**config.mk**
```make
export PLATFORM = sky130hd
export DESIGN_NAME = tone_queue_sequencer_core
export DESIGN_NICKNAME = d
export VERILOG_FILES = /design/src/tqs_pkg.sv /design/src/tqs_queue_ram.sv /design/src/tone_queue_sequencer_core.sv
export SDC_FILE = /design/constraint.sdc
export NUM_CORES = 1
export LEC_CHECK = 0
export ABC_AREA = 1
export BUFFER_PORTS_ARGS = -buffer_cell sky130_fd_sc_hd__clkbuf_2
export CORE_ASPECT_RATIO = 0.7
export CORE_MARGIN = 4
export CORE_UTILIZATION = 30
export CTS_CLUSTER_SIZE = 24
export DETAILED_ROUTE_END_ITERATION = 8
export HOLD_SLACK_MARGIN = 0.05
export PLACE_DENSITY = 0.43
export SLEW_MARGIN = 15
export SYNTH_ARGS = -nofsm -noshare
export SYNTH_HDL_FRONTEND = slang
export SYNTH_SLANG_ARGS = --single-unit
```
**constraint.sdc**
```tcl
create_clock -name i_clk -period 11.1 [get_ports i_clk]
set_input_delay 2.22 -clock i_clk [delete_from_list [all_inputs] [get_ports i_clk]]
set_output_delay 2.22 -clock i_clk [all_outputs]
set_load 0.02 [all_outputs]
```
**src/tqs_pkg.sv**
```systemverilog
// ============================================================================
// tqs_pkg
// Shared types, codes and helpers for the tone queue sequencer.
// ============================================================================
`default_nettype none

package tqs_pkg;

    // stream payload widths
    localparam int IN_TDATA_W  = 40;
    localparam int IN_TUSER_W  = 2;
    localparam int OUT_TDATA_W = 16;

    // configuration port
    localparam int CFG_INDEX_W = 1;
    localparam int CFG_DATA_W  = 8;
    localparam logic [CFG_INDEX_W-1:0] REG_BEEPER_MODE   = 1'd0;
    localparam logic [CFG_INDEX_W-1:0] REG_SPEAKER_PITCH = 1'd1;

    // item kinds
    localparam logic [1:0] OP_TICK        = 2'd0;
    localparam logic [1:0] OP_PLAY_NOW    = 2'd1;
    localparam logic [1:0] OP_PLAY_QUEUED = 2'd2;

    // beeper modes
    localparam logic [2:0] MODE_QUIET    = 3'd0;
    localparam logic [2:0] MODE_SHORT    = 3'd2;
    localparam logic [2:0] MODE_ONE_HALF = 3'd3;
    localparam logic [2:0] MODE_NORMAL   = 3'd4;
    localparam logic [2:0] MODE_LONG     = 3'd5;
    localparam logic [2:0] MODE_XLONG    = 3'd6;

    // speaker follows the top bit of the phase accumulator
    localparam int PHASE_MSB = 7;

    typedef struct packed {
        logic [1:0]        op;
        logic [7:0]        freq;
        logic [7:0]        length;
        logic [7:0]        pause;
        logic [7:0]        rpt;
        logic signed [7:0] freq_step;
    } t_in_item;

    // one queue slot, freq in the low byte
    typedef struct packed {
        logic [7:0] step;
        logic [7:0] rpt;
        logic [7:0] pause;
        logic [7:0] length;
        logic [7:0] freq;
    } t_entry;

    function automatic logic [7:0] scale_length(input logic [2:0] mode,
                                                input logic [7:0] len);
        logic [9:0] triple;
        logic [7:0] res;
        triple = {2'b00, len} + {1'b0, len, 1'b0};
        case (mode)
            MODE_SHORT:    res = {1'b0, len[7:1]};
            MODE_ONE_HALF: res = triple[8:1];
            MODE_LONG:     res = {len[6:0], 1'b0};
            MODE_XLONG:    res = triple[7:0];
            default:       res = len;
        endcase
        return res;
    endfunction

endpackage

`default_nettype wire

```
**src/tqs_queue_ram.sv**
```systemverilog
// ============================================================================
// tqs_queue_ram
// Tone queue storage: one write port, one registered read port.
// ============================================================================
`default_nettype none

module tqs_queue_ram #(
    parameter int DEPTH  = 8,
    parameter int ADDR_W = 3
) (
    input  wire                   i_clk,
    input  wire                   i_wr_en,
    input  wire  [ADDR_W-1:0]     i_wr_addr,
    input  tqs_pkg::t_entry       i_wr_data,
    input  wire                   i_rd_en,
    input  wire  [ADDR_W-1:0]     i_rd_addr,
    output tqs_pkg::t_entry       o_rd_data
);
    import tqs_pkg::*;

    t_entry r_mem [DEPTH];
    t_entry r_rd_data;

    always_ff @(posedge i_clk) begin
        if (i_wr_en) begin
            r_mem[i_wr_addr] <= i_wr_data;
        end
    end

    // read data holds until the next read
    always_ff @(posedge i_clk) begin
        if (i_rd_en) begin
            r_rd_data <= r_mem[i_rd_addr];
        end
    end

    assign o_rd_data = r_rd_data;

endmodule

`default_nettype wire

```
**src/tone_queue_sequencer_core.sv**
```systemverilog
// ============================================================================
// tone_queue_sequencer_core
// Buzzer tone sequencer with a request queue held in a small memory.
// ============================================================================
// Usage:
//   s_axis carries one item per beat: tuser is the kind (tick, play now,
//   play queued), tdata the tone request fields. m_axis returns one result
//   beat per input beat, in order: speaker level, busy, current frequency
//   and the drop flag for a queued request that found the queue full.
//   The config port writes beeper mode and speaker pitch; write only while
//   no beat is in flight.
//   An accepted beat reads the queue head at the accepting edge and does
//   the read-modify-write of all state in its update cycle, once the output
//   register is free; its result is loaded into the output register there.
//   A new beat is taken only once the last one has been updated; the split
//   into head read and update comes from the registered queue memory read.
//   The output register lets the next beat enter while a result waits; if
//   the receiver keeps tready low the second beat waits in its update cycle
//   and s_axis_tready stays low until the result can be stored.
//   Reset is synchronous; the queue memory needs no clearing pass since an
//   entry is read only after it was written.
// ============================================================================
`default_nettype none

module tone_queue_sequencer_core #(
    parameter int QUEUE_DEPTH              = 8,
    parameter int TICKS_PER_STEP_MINUS_ONE = 77,
    parameter int PITCH_OFFSET             = 10
) (
    input  wire                                 i_clk,
    input  wire                                 i_rst_n,
    input  wire                                 i_cfg_wr_en,
    input  wire  [tqs_pkg::CFG_INDEX_W-1:0]     i_cfg_index,
    input  wire  [tqs_pkg::CFG_DATA_W-1:0]      i_cfg_wdata,
    input  wire                                 s_axis_tvalid,
    output logic                                s_axis_tready,
    // freq, length, pause, repeat_req, freq_step
    input  wire  [tqs_pkg::IN_TDATA_W-1:0]      s_axis_tdata,
    // op
    input  wire  [tqs_pkg::IN_TUSER_W-1:0]      s_axis_tuser,
    output logic                                m_axis_tvalid,
    input  wire                                 m_axis_tready,
    // speaker, busy_res, current_freq, dropped, zero fill
    output logic [tqs_pkg::OUT_TDATA_W-1:0]     m_axis_tdata
);
    import tqs_pkg::*;

    localparam int PTR_W = (QUEUE_DEPTH > 1) ? $clog2(QUEUE_DEPTH) : 1;
    localparam int CNT_W = $clog2(QUEUE_DEPTH + 1);
    localparam int SUM_W = PTR_W + 1;
    localparam int PRE_W = $clog2(TICKS_PER_STEP_MINUS_ONE + 1);

    localparam logic [7:0]       PITCH_OFF  = 8'(PITCH_OFFSET);
    localparam logic [PRE_W-1:0] PRE_RELOAD = PRE_W'(TICKS_PER_STEP_MINUS_ONE);
    localparam logic [CNT_W-1:0] CNT_FULL   = CNT_W'(QUEUE_DEPTH);
    localparam logic [SUM_W-1:0] SUM_DEPTH  = SUM_W'(QUEUE_DEPTH);
    localparam logic [PTR_W-1:0] PTR_LAST   = PTR_W'(QUEUE_DEPTH - 1);

    localparam logic ST_IDLE = 1'b0;
    localparam logic ST_EXEC = 1'b1;

    logic                    r_state;
    t_in_item                r_item;
    logic [2:0]              r_mode;
    logic [7:0]              r_pitch;
    logic [7:0]              r_phase,     n_phase;
    logic [PRE_W-1:0]        r_prescale,  n_prescale;
    logic [7:0]              r_time_left, n_time_left;
    logic [7:0]              r_tone_freq, n_tone_freq;
    logic [7:0]              r_tone_step, n_tone_step;
    logic [7:0]              r_pause_left, n_pause_left;
    logic                    r_level,     n_level;
    logic [PTR_W-1:0]        r_read_ptr,  n_read_ptr;
    logic [CNT_W-1:0]        r_count,     n_count;
    logic                    r_out_valid;
    logic [OUT_TDATA_W-1:0]  r_out_data;

    logic                    w_accept;
    logic                    w_done;
    logic                    w_dropped;
    logic                    w_wr_req;
    logic [PTR_W-1:0]        w_wr_addr;
    t_entry                  w_wr_data;
    t_entry                  w_head;
    t_entry                  w_req;
    logic [SUM_W-1:0]        w_tail_sum;
    logic [PTR_W-1:0]        w_tail;

    assign s_axis_tready = (r_state == ST_IDLE);
    assign w_accept      = s_axis_tvalid && s_axis_tready;
    assign w_done        = (r_state == ST_EXEC) && (!r_out_valid || m_axis_tready);
    assign m_axis_tvalid = r_out_valid;
    assign m_axis_tdata  = r_out_data;

    // head is read on acceptance, written back only in the update cycle,
    // so a read never meets a write to the same slot in one cycle
    tqs_queue_ram #(
        .DEPTH  (QUEUE_DEPTH),
        .ADDR_W (PTR_W)
    ) u_ram (
        .i_clk     (i_clk),
        .i_wr_en   (w_wr_req && w_done),
        .i_wr_addr (w_wr_addr),
        .i_wr_data (w_wr_data),
        .i_rd_en   (w_accept),
        .i_rd_addr (r_read_ptr),
        .o_rd_data (w_head)
    );

    // tail slot, read_ptr + count folded once into the ring
    assign w_tail_sum = {1'b0, r_read_ptr} + SUM_W'(r_count);
    assign w_tail     = (w_tail_sum >= SUM_DEPTH) ? PTR_W'(w_tail_sum - SUM_DEPTH)
                                                  : PTR_W'(w_tail_sum);

    always_comb begin
        w_req.freq   = r_item.freq + r_pitch + PITCH_OFF;
        w_req.length = scale_length(r_mode, r_item.length);
        w_req.pause  = r_item.pause;
        w_req.rpt    = r_item.rpt;
        w_req.step   = r_item.freq_step;
    end

    always_comb begin
        n_phase      = r_phase;
        n_prescale   = r_prescale;
        n_time_left  = r_time_left;
        n_tone_freq  = r_tone_freq;
        n_tone_step  = r_tone_step;
        n_pause_left = r_pause_left;
        n_level      = r_level;
        n_read_ptr   = r_read_ptr;
        n_count      = r_count;
        w_dropped    = 1'b0;
        w_wr_req     = 1'b0;
        w_wr_addr    = w_tail;
        w_wr_data    = w_req;
        case (r_item.op)
            OP_TICK: begin
                if (r_time_left != 8'd0) begin
                    n_phase = r_phase + r_tone_freq;
                    n_level = n_phase[PHASE_MSB];
                end
                if (r_prescale == '0) begin
                    n_prescale = PRE_RELOAD;
                    if (r_time_left != 8'd0) begin
                        n_time_left = r_time_left - 8'd1;
                        n_tone_freq = r_tone_freq + r_tone_step;
                    end else begin
                        n_level = 1'b0;
                        if (r_pause_left != 8'd0) begin
                            n_pause_left = r_pause_left - 8'd1;
                        end else if (r_count != '0) begin
                            n_tone_freq  = w_head.freq;
                            n_time_left  = w_head.length;
                            n_tone_step  = w_head.step;
                            n_pause_left = w_head.pause;
                            if (w_head.rpt == 8'd0) begin
                                n_read_ptr = (r_read_ptr == PTR_LAST) ? '0
                                                                      : r_read_ptr + 1'b1;
                                n_count    = r_count - 1'b1;
                            end else begin
                                // spend one repeat, slot stays at the head
                                w_wr_req      = 1'b1;
                                w_wr_addr     = r_read_ptr;
                                w_wr_data     = w_head;
                                w_wr_data.rpt = w_head.rpt - 8'd1;
                            end
                        end
                    end
                end else begin
                    n_prescale = r_prescale - 1'b1;
                end
            end
            OP_PLAY_NOW: begin
                if (r_mode != MODE_QUIET) begin
                    n_tone_freq  = w_req.freq;
                    n_time_left  = w_req.length;
                    n_pause_left = w_req.pause;
                    n_tone_step  = w_req.step;
                    n_count      = '0;
                    if (r_item.rpt != 8'd0) begin
                        w_wr_req      = 1'b1;
                        w_wr_addr     = r_read_ptr;
                        w_wr_data.rpt = r_item.rpt - 8'd1;
                        n_count       = CNT_W'(1);
                    end
                end
            end
            OP_PLAY_QUEUED: begin
                if (r_mode != MODE_QUIET) begin
                    if (r_count == CNT_FULL) begin
                        w_dropped = 1'b1;
                    end else begin
                        w_wr_req = 1'b1;
                        n_count  = r_count + 1'b1;
                    end
                end
            end
            default: begin
            end
        endcase
    end

    always_ff @(posedge i_clk) begin
        if (!i_rst_n) begin
            r_state      <= ST_IDLE;
            r_out_valid  <= 1'b0;
            r_mode       <= MODE_NORMAL;
            r_pitch      <= 8'd0;
            r_phase      <= 8'd0;
            r_prescale   <= PRE_RELOAD;
            r_time_left  <= 8'd0;
            r_tone_freq  <= 8'd0;
            r_tone_step  <= 8'd0;
            r_pause_left <= 8'd0;
            r_level      <= 1'b0;
            r_read_ptr   <= '0;
            r_count      <= '0;
        end else begin
            if (i_cfg_wr_en) begin
                case (i_cfg_index)
                    REG_BEEPER_MODE:   r_mode  <= i_cfg_wdata[2:0];
                    REG_SPEAKER_PITCH: r_pitch <= i_cfg_wdata;
                    default: begin
                    end
                endcase
            end
            case (r_state)
                ST_IDLE: begin
                    if (w_accept) begin
                        r_state <= ST_EXEC;
                    end
                end
                ST_EXEC: begin
                    if (w_done) begin
                        r_state <= ST_IDLE;
                    end
                end
                default: r_state <= ST_IDLE;
            endcase
            if (w_done) begin
                r_out_valid  <= 1'b1;
                r_phase      <= n_phase;
                r_prescale   <= n_prescale;
                r_time_left  <= n_time_left;
                r_tone_freq  <= n_tone_freq;
                r_tone_step  <= n_tone_step;
                r_pause_left <= n_pause_left;
                r_level      <= n_level;
                r_read_ptr   <= n_read_ptr;
                r_count      <= n_count;
            end else if (m_axis_tready) begin
                r_out_valid <= 1'b0;
            end
        end
    end

    // payload registers
    always_ff @(posedge i_clk) begin
        if (w_accept) begin
            r_item.op        <= s_axis_tuser[1:0];
            r_item.freq      <= s_axis_tdata[7:0];
            r_item.length    <= s_axis_tdata[15:8];
            r_item.pause     <= s_axis_tdata[23:16];
            r_item.rpt       <= s_axis_tdata[31:24];
            r_item.freq_step <= s_axis_tdata[39:32];
        end
        if (w_done) begin
            r_out_data <= {5'b00000, w_dropped, n_tone_freq,
                           (n_time_left != 8'd0), n_level};
        end
    end

endmodule

`default_nettype wire

```
==> flow_summary.json, run 1 <==
{
  "area_growth_pct": 13.7,
  "grt_pass1_vias": 15000,
  "hold_buffers": 0,
  "rsz0062_at_grt": "false",
  "fin_tns_setup_ns": 0,
  "dr_total_vias": 15400,
  "clk_path_buf_depth": 3,
  "setup_violations": 0,
  "cp-start-kind": "input pin",
  "synthDistinctLibCells": 49,
  "die_h_um": 234,
  "num-fill-cells": 7283,
  "start_util": 0.304,
  "port_buffers": 68,
  "ir_drop_mv": 0.103,
  "ys_warn_count": 0,
  "worst_ep_arrival_time_ns": 4.93,
  "drc": 0,
  "syn_inst": 2104,
  "synth_fa_ha_area_frac": 0.0336,
  "grt.overflow.total": 0,
  "clk_latency_ns": 0.61,
  "grt_max_degree": 96,
  "total_power_mw": 4.15,
  "yosys.area_share.xor_xnor": 0.0128,
  "syn_area_mm2": 0.0218,
  "cts_buffers": 49,
  "crit_top_cell": "nand2_1",
  "r2r_setup_slack_ns": 6.99,
  "slew_violations": 0,
  "path_delay_family": "simple AND/OR/NAND/NOR gates",
  "finalCriticalPeriod_ns": 4.66,
  "die_w_um": 331,
  "antenna_found_initial": 0,
  "cp-end-kind": "register",
  "max_cap_viol_count": 0,
  "routed_via_density": 4.87,
  "grtUsageTotal": 0.162,
  "rows": 82,
  "postSynthAreaPerCell_um2": 10.4,
  "async_reset_ff_frac": 0,
  "dr.pass1.iters": 5,
  "layout_common_cells": "413 x edfxtp_1, 367 x nor2_1, 291 x nand2_1, 236 x o21ai_0, 152 x inv_1",
  "skew_ns": 0.0222,
  "pin_count": 74,
  "cp_max_fo": 21,
  "worstSetupPathType": "input pin to register",
  "cts_sinks": 481,
  "hold_viol_final": 0,
  "synth_simple_gate_area_frac": 0.158,
  "gp_congestion": 0.888,
  "synth_compound_gate_area_share": 0.116,
  "synth_edf_count": 413,
  "post-route-period-util": 0.420,
  "layout-drive-gt1-share": 0.103,
  "antenna_cells": 0,
  "root_buffer": "clkbuf_16",
  "crit_buf_inv": 4,
  "cts_setup_buffers": 0,
  "core_mm2": 0.0718,
  "cts_tree": "yes",
  "relSlewSlack": 0.275,
  "final_common_cell": "edfxtp_1",
  "power.density_mw_per_mm2": 167,
  "synth_top_family_by_area": "simple AND/OR/NAND/NOR gates",
  "cts-resized-gates": 0,
  "wl_per_cell_um": 19.8,
  "synth_seq_cells": 481,
  "synthFlopType": "edfxtp_1",
  "worst_pin_slew_ns": 1.09,
  "max_freq_mhz": 215,
  "drtIter0Drc": 1239,
  "cpMaxStageDelayCell": "nor2_4",
  "clk_pin_slew_worst_paths_ns": 0.06,
  "path_cells": "clkbuf_2 > inv_1 > nand2_1 > nand2_1 > inv_1 > nand2_1 > a21oi_1 > o211ai_2 > nor2_4 > buf_4",
  "power_leakage_nw": 9.20,
  "critPathMaxStageDelay_ns": 0.80,
  "place_hpwl_um": 40900,
  "min-delay-path-class": "register to register",
  "whs_ns": 0.450,
  "antenna_left": 0,
  "final_nets": 2265,
  "worstPathRequired_ns": 11.37,
  "dieArea_mm2": 0.0773,
  "outcome": "finished, final reports clean",
  "wl_um": 62700,
  "ys_seq_area_frac": 0.630,
  "grt_pass1_wl_um": 94800,
  "htreeDepth": 2,
  "synth_mux_area_frac": 0
}
logic make-up (layout without fill, tap and decap cells):
| kind of cell | count (synthesis) | after routing |
|---|---|---|
| simple gates | 814 | 814 |
| fa+ha+maj | 55 | 55 |
| flops | 481 | 481 |
| xor+xnor | 32 | 32 |
| compound gates | 460 | 460 |
| buf+inv | 261 | 348 |
| other cells | 1 | 5 |
state kept, by name, summed over array words and instances (netlist names), 4 cells and up:
register         cells
r_tone_step          8
r_count              4
r_phase              8
r_time_left          8
u_ram.o_rd_data     40
r_prescale           7
r_item              42
m_axis_tdata        11
u_ram.r_mem        320
r_pitch              8
r_pause_left         8
r_tone_freq          8
final timing paths:
kind	startpoint	to	cells after the start
worst min-delay path	r_prescale[6]	r_prescale[6]	2
worst max register to register	r_item[40]	u_ram.r_mem[4][12]	10
worst min register to register	r_prescale[6]	r_prescale[6]	2
worst max-delay path	m_axis_tready	u_ram.r_mem[4][12]	10
Yosys cell counts, types with 10 or more instances:
| cell type | number | area share |
|---|---|---|
| a31oi_1 | 53 | 0.015 |
| a21oi_1 | 65 | 0.015 |
| nor2_1 | 376 | 0.065 |
| xnor2_1 | 12 | 0.0048 |
| buf_2 | 16 | 0.0037 |
| nand3_1 | 85 | 0.019 |
| ha_1 | 49 | 0.028 |
| nand2_1 | 291 | 0.050 |
| edfxtp_1 | 413 | 0.57 |
| inv_1 | 153 | 0.026 |
| o22ai_1 | 52 | 0.015 |
| o21ai_0 | 237 | 0.054 |
| buf_4 | 11 | 0.0038 |
| o21ai_1 | 19 | 0.0044 |
| dfxtp_1 | 68 | 0.062 |
| o211ai_1 | 10 | 0.0034 |
| xor2_1 | 20 | 0.0080 |
| nand4_1 | 13 | 0.0037 |
| clkbuf_1 | 56 | 0.0096 |
worst min-delay path, delay by kind of cell, from the launching register on:
kind             cells  cell delay, ns
AND/OR/NAND/NOR      2            0.10
flip-flops           1            0.31
metal layers:
metal / wire, µm / vias up / global-route usage
li1: - / 7437 / -
met1: 31400 / 7576 / 0.243
met2: 26800 / 304 / 0.240
met3: 3210 / 70 / 0.0296
met4: 1350 / 0 / 0.0432
met5: 0 / - / 0
where the power goes:
group          switching [mW]  internal, mW  total, mW
sequential             0.0329          2.04       2.07
clock                   0.730         0.961       1.69
combinational           0.280         0.108      0.388
total                    1.04          3.11       4.15
cell type report:
cell class / count / area, µm² / area share
sequential: 481 / 13800 / 0.554
multi-input combinational: 1366 / 7090 / 0.286
tap: 966 / 1210 / 0.0487
clock inverter: 31 / 313 / 0.0126
timing repair buffer: 92 / 520 / 0.0210
clock buffer: 61 / 1310 / 0.0528
inverter: 164 / 619 / 0.0249
per-stage QoR:
stage / std cells / setup slack, ns / cell area (µm²) / utilization
floorplan: 2108 / 4.86 / 21900 / -
global placement: 3069 / 5.70 / 23200 / 0.323
detailed placement: 3069 / 5.72 / 23200 / 0.323
CTS: 3161 / 6.38 / 24800 / 0.346
global route: 3161 / 6.20 / 24800 / 0.346
finish: 3161 / 6.44 / 24800 / 0.346
No activity file was read; power rests on OpenSTA's default activity.
==> inputs of run 2 (changes only) <==
Clock period 11.1 ns to 4.3 ns, I/O delays scaled along.
==> flow_summary.json, run 2 (same netlist as run 1, synthesis figures left out) <==
{
  "wl_um": 63700,
  "rows": 82,
  "comb_power_share": 0.096,
  "antenna_cells": 0,
  "top_register": "u_ram.r_mem",
  "drc": 0,
  "worst_pin_slew_ns": 1.15,
  "start_util": 0.304,
  "stdcell_count": 3168,
  "cts-resized-gates": 0,
  "antenna_found_initial": 1,
  "clk_pin_slew_worst_paths_ns": 0.06,
  "gp_congestion": 0.879,
  "post-place-cells": 3078,
  "cpMaxStageDelayCell": "a31oi_1",
  "dieArea_mm2": 0.0773,
  "cts_sinks": 481,
  "path_delay_family": "buffers and inverters",
  "max_freq_mhz": 281,
  "antenna_left": 0,
  "power.net_switching_mw": 2.67,
  "cp-end-kind": "register",
  "dr.pass1.iters": 6,
  "rsz0062_at_grt": "false",
  "setup_slack_ns": 0.735,
  "post-route-cell-area_mm2": 0.0248,
  "place_hpwl_um": 41700,
  "grt.overflow.total": 0,
  "pin_count": 74,
  "clk_latency_ns": 0.61,
  "hold_buffers": 0,
  "grtUsageTotal": 0.163,
  "setup_violations": 0,
  "ir_drop_mv": 0.223,
  "layout-drive-gt1-share": 0.104,
  "routed_via_density": 4.89,
  "wl_per_cell_um": 20.1,
  "final_common_cell": "edfxtp_1",
  "die_w_um": 331,
  "outcome": "finished, final reports clean",
  "r2r_setup_slack_ns": 0.74,
  "worstPathRequired_ns": 4.61,
  "utilization": 0.346,
  "hold_viol_final": 0,
  "path_cells": "inv_1 > ha_1 > nand2_4 > nor2_8 > nand3_4 > nor3_4 > nand3_2 > buf_4 > inv_2 > nand2_1 > a31oi_1",
  "grt_max_degree": 162,
  "whs_ns": 0.426,
  "crit_buf_inv": 3,
  "grt_pass1_vias": 14700,
  "power_leakage_nw": 9.21,
  "worstSetupPathType": "register to register",
  "grt_pass1_wl_um": 95100,
  "intPower_mw": 7.80,
  "post-place-ws_ns": 0.685,
  "slew_violations": 0,
  "min-delay-path-class": "input pin to register",
  "critPathMaxStageDelay_ns": 0.56,
  "max_cap_viol_count": 0,
  "post-route-period-util": 0.829,
  "swShare": 0.255,
  "placed_cell_area_mm2": 0.0233,
  "clockPowerShare": 0.394,
  "relSlewSlack": 0.233,
  "root_buffer": "clkbuf_16",
  "htreeDepth": 2,
  "fin_tns_setup_ns": 0,
  "finalCriticalPeriod_ns": 3.56,
  "cp-start-kind": "register",
  "port_buffers": 68,
  "cts_setup_buffers": 0,
  "pwr-share-seq": 0.510,
  "drtIter0Drc": 1378,
  "dr_total_vias": 15500,
  "worst_ep_arrival_time_ns": 3.88,
  "area_growth_pct": 13.7,
  "cp_max_fo": 32,
  "die_h_um": 234,
  "clk_path_buf_depth": 3,
  "skew_ns": 0.0177,
  "power.density_mw_per_mm2": 422,
  "cts_tree": "yes",
  "layout_common_cells": "413 x edfxtp_1, 367 x nor2_1, 291 x nand2_1, 237 x o21ai_0, 152 x inv_1",
  "final_nets": 2274,
  "largest_register_ffs": 320,
  "total_power_mw": 10.5,
  "cts_buffers": 49,
  "core_mm2": 0.0718
}
## run 2: path summary, 6_finish.rpt
path,startpoint,endpoint,depth (start not counted)
setup / recovery,r_time_left[0],u_ram.r_mem[2][26],11
hold / removal,s_axis_tdata[31],r_item[15],1
setup reg to reg,r_time_left[0],u_ram.r_mem[2][26],11
hold reg to reg,r_prescale[6],r_prescale[6],2
## run 2: area by class of cell
| cell class | instances | area [µm²] |
|---|---|---|
| clock buffers | 64 | 1300 |
| clock inverters | 26 | 200 |
| fillers | 7242 | 47000 |
| inverters | 164 | 619 |
| multi-input cells | 1366 | 7090 |
| flip-flops and latches | 481 | 13800 |
| well taps | 966 | 1210 |
| repair buffers | 101 | 651 |
## run 2: power by group through the flow
| stage | Combinational, mW | Sequential [mW] | Clock [mW] |
|---|---|---|---|
| floorplan | 0.649 | 5.42 | 0 |
| global placement | 1.00 | 5.44 | 0 |
| detailed placement | 1.00 | 5.44 | 0 |
| CTS | 1.01 | 5.35 | 4.25 |
| global route | 1.13 | 5.35 | 4.46 |
| finish | 1.01 | 5.35 | 4.12 |
## run 2: layer usage
layer | vias to the layer above | track usage | share of wire
met2 | 383 | 0.245 | 0.43
met3 | 83 | 0.0309 | 0.061
met5 | - | 0 | 0
met1 | 7571 | 0.245 | 0.49
li1 | 7450 | - | -
met4 | 0 | 0.0351 | 0.017
==> inputs of run 3 (changes only) <==
Settings changed: PLACE_DENSITY 0.43 to 0.45.
Clock period 4.3 ns to 3.2 ns, I/O delays scaled along.
==> flow_summary.json, run 3 (same netlist as run 1, synthesis figures left out) <==
{
  "pin_count": 74,
  "worst_ep_arrival_time_ns": 3.24,
  "worstPathRequired_ns": 3.49,
  "reg2reg_to": "u_ram.r_mem[5][1]",
  "grt_max_degree": 164,
  "grt-busiest-layer": "met1",
  "dr_total_vias": 15600,
  "grtUsageTotal": 0.162,
  "met2_usage": 0.244,
  "slew_violations": 0,
  "start_util": 0.304,
  "antenna_cells": 0,
  "hold_buffers": 0,
  "cts_sinks": 481,
  "top_register": "u_ram.r_mem",
  "worst_pin_slew_ns": 1.10,
  "antenna_found_initial": 0,
  "post-place-cells": 3097,
  "gp_congestion": 0.898,
  "min-delay-path-class": "input pin to register",
  "ir_drop_mv": 0.366,
  "hold_viol_final": 0,
  "power_leakage_nw": 9.41,
  "area_growth_pct": 15.6,
  "outcome": "finished, final reports clean",
  "die_w_um": 331,
  "drc": 0,
  "max_cap_viol_count": 0,
  "die_h_um": 234,
  "stdcell_count": 3191,
  "cts_buffers": 49,
  "whs_ns": 0.204,
  "grt.overflow.total": 0,
  "core_mm2": 0.0718,
  "finalCriticalPeriod_ns": 2.94,
  "cts_tree": "yes",
  "clk_latency_ns": 0.60,
  "post-route-period-util": 0.920,
  "grt_pass1_wl_um": 95300,
  "critPathCapture": "u_ram.r_mem[5][1]",
  "port_buffers": 68,
  "wl_um": 62900,
  "fin_tns_setup_ns": 0,
  "r2r_start": "r_time_left[0]",
  "largest_register_ffs": 320,
  "setup_violations": 0,
  "antenna_left": 0,
  "clk_path_buf_depth": 3,
  "dieArea_mm2": 0.0773,
  "max_freq_mhz": 340,
  "place_hpwl_um": 40800,
  "drtIter0Drc": 1171,
  "grt_pass1_vias": 15200,
  "rsz0062_at_grt": "false",
  "cp-start-kind": "register",
  "dr.pass1.iters": 5,
  "htreeDepth": 2,
  "root_buffer": "clkbuf_16",
  "layout_common_cells": "413 x edfxtp_1, 367 x nor2_1, 291 x nand2_1, 237 x o21ai_0, 152 x inv_1",
  "r2r_setup_slack_ns": 0.26,
  "final_common_cell": "edfxtp_1",
  "rows": 82,
  "worstSetupPathType": "register to register",
  "clk_pin_slew_worst_paths_ns": 0.07,
  "cp-end-kind": "register",
  "skew_ns": 0.0170,
  "cp_max_fo": 24,
  "startpoint": "r_time_left[0]",
  "r2r_cells": 13,
  "grt_use_met1": 0.245,
  "grtUsageMet3": 0.0253,
  "layout-drive-gt1-share": 0.117,
  "final_nets": 2296,
  "wl_per_cell_um": 19.7,
  "relSlewSlack": 0.264,
  "routed_via_density": 4.90,
  "utilization": 0.352,
  "power.density_mw_per_mm2": 570
}
-- run 3: area by class of cell --
class                      count  area, µm²
fill                        7197      46600
sequential                   481      13800
multi-input combinational   1366       7100
clock buffer                  58       1290
tap                          966       1210
timing repair buffer         123        936
inverter                     164        619
clock inverter                33        328
-- run 3: worst min path at each step --
| stage | cells past startpoint | start | end | slack [ns] |
|---|---|---|---|---|
| 2_1_floorplan | 2 | r_prescale[6] | r_prescale[6] | 0.42 |
| 3_3_place_gp | 2 | r_prescale[6] | r_prescale[6] | 0.43 |
| 3_5_place_dp | 2 | r_prescale[6] | r_prescale[6] | 0.44 |
| 4_1_cts | 1 | s_axis_tdata[14] | r_item[30] | 0.16 |
| 5_1_grt | 1 | s_axis_tdata[14] | r_item[30] | 0.17 |
| 6_report | 1 | s_axis_tdata[14] | r_item[30] | 0.20 |
-- run 3: power breakdown --
part	leakage, nW	switching, mW	internal (mW)	total, mW
Combinational	4.29	0.962	0.395	1.36
Clock	0.795	2.55	3.31	5.86
Sequential	4.33	0.113	7.07	7.18
-- run 3: what timing repair did --
action                                  4_1_cts  5_1_grt
endpoints found under the setup margin        0       75
resized for setup                             0        5
setup buffers                                 0        3
-- run 3: per-layer routing --
metal / vias to the layer above / part of all wire / wire length [µm]
li1: 7504 / - / -
met1: 7671 / 0.51 / 32100
met2: 376 / 0.43 / 27000
met3: 70 / 0.045 / 2820
met4: 0 / 0.016 / 990
met5: - / 0 / 0
-- run 3: metrics by stage --
stage          power [mW]  area, µm²  worst slack [ns]
2_1_floorplan        8.15      21900            -0.197
3_3_place_gp         8.66      23600             0.252
3_5_place_dp         8.66      23600             0.187
4_1_cts              14.6      25200             0.153
5_1_grt              15.0      25300            0.0305
6_report             14.4      25300             0.257
-- run 3: critical path: stages, from the launching register on --
cell and delay [ns]:
dfxtp_1 0.33, inv_1 0.18, ha_1 0.27, nand2_4 0.09
nor2_8 0.11, nand3_4 0.12, nor3_4 0.21, nand3_2 0.18
nand2_1 0.15, inv_2 0.06, o21ai_1 0.11, nand2_1 0.24
nor2_4 0.29, buf_12 0.25
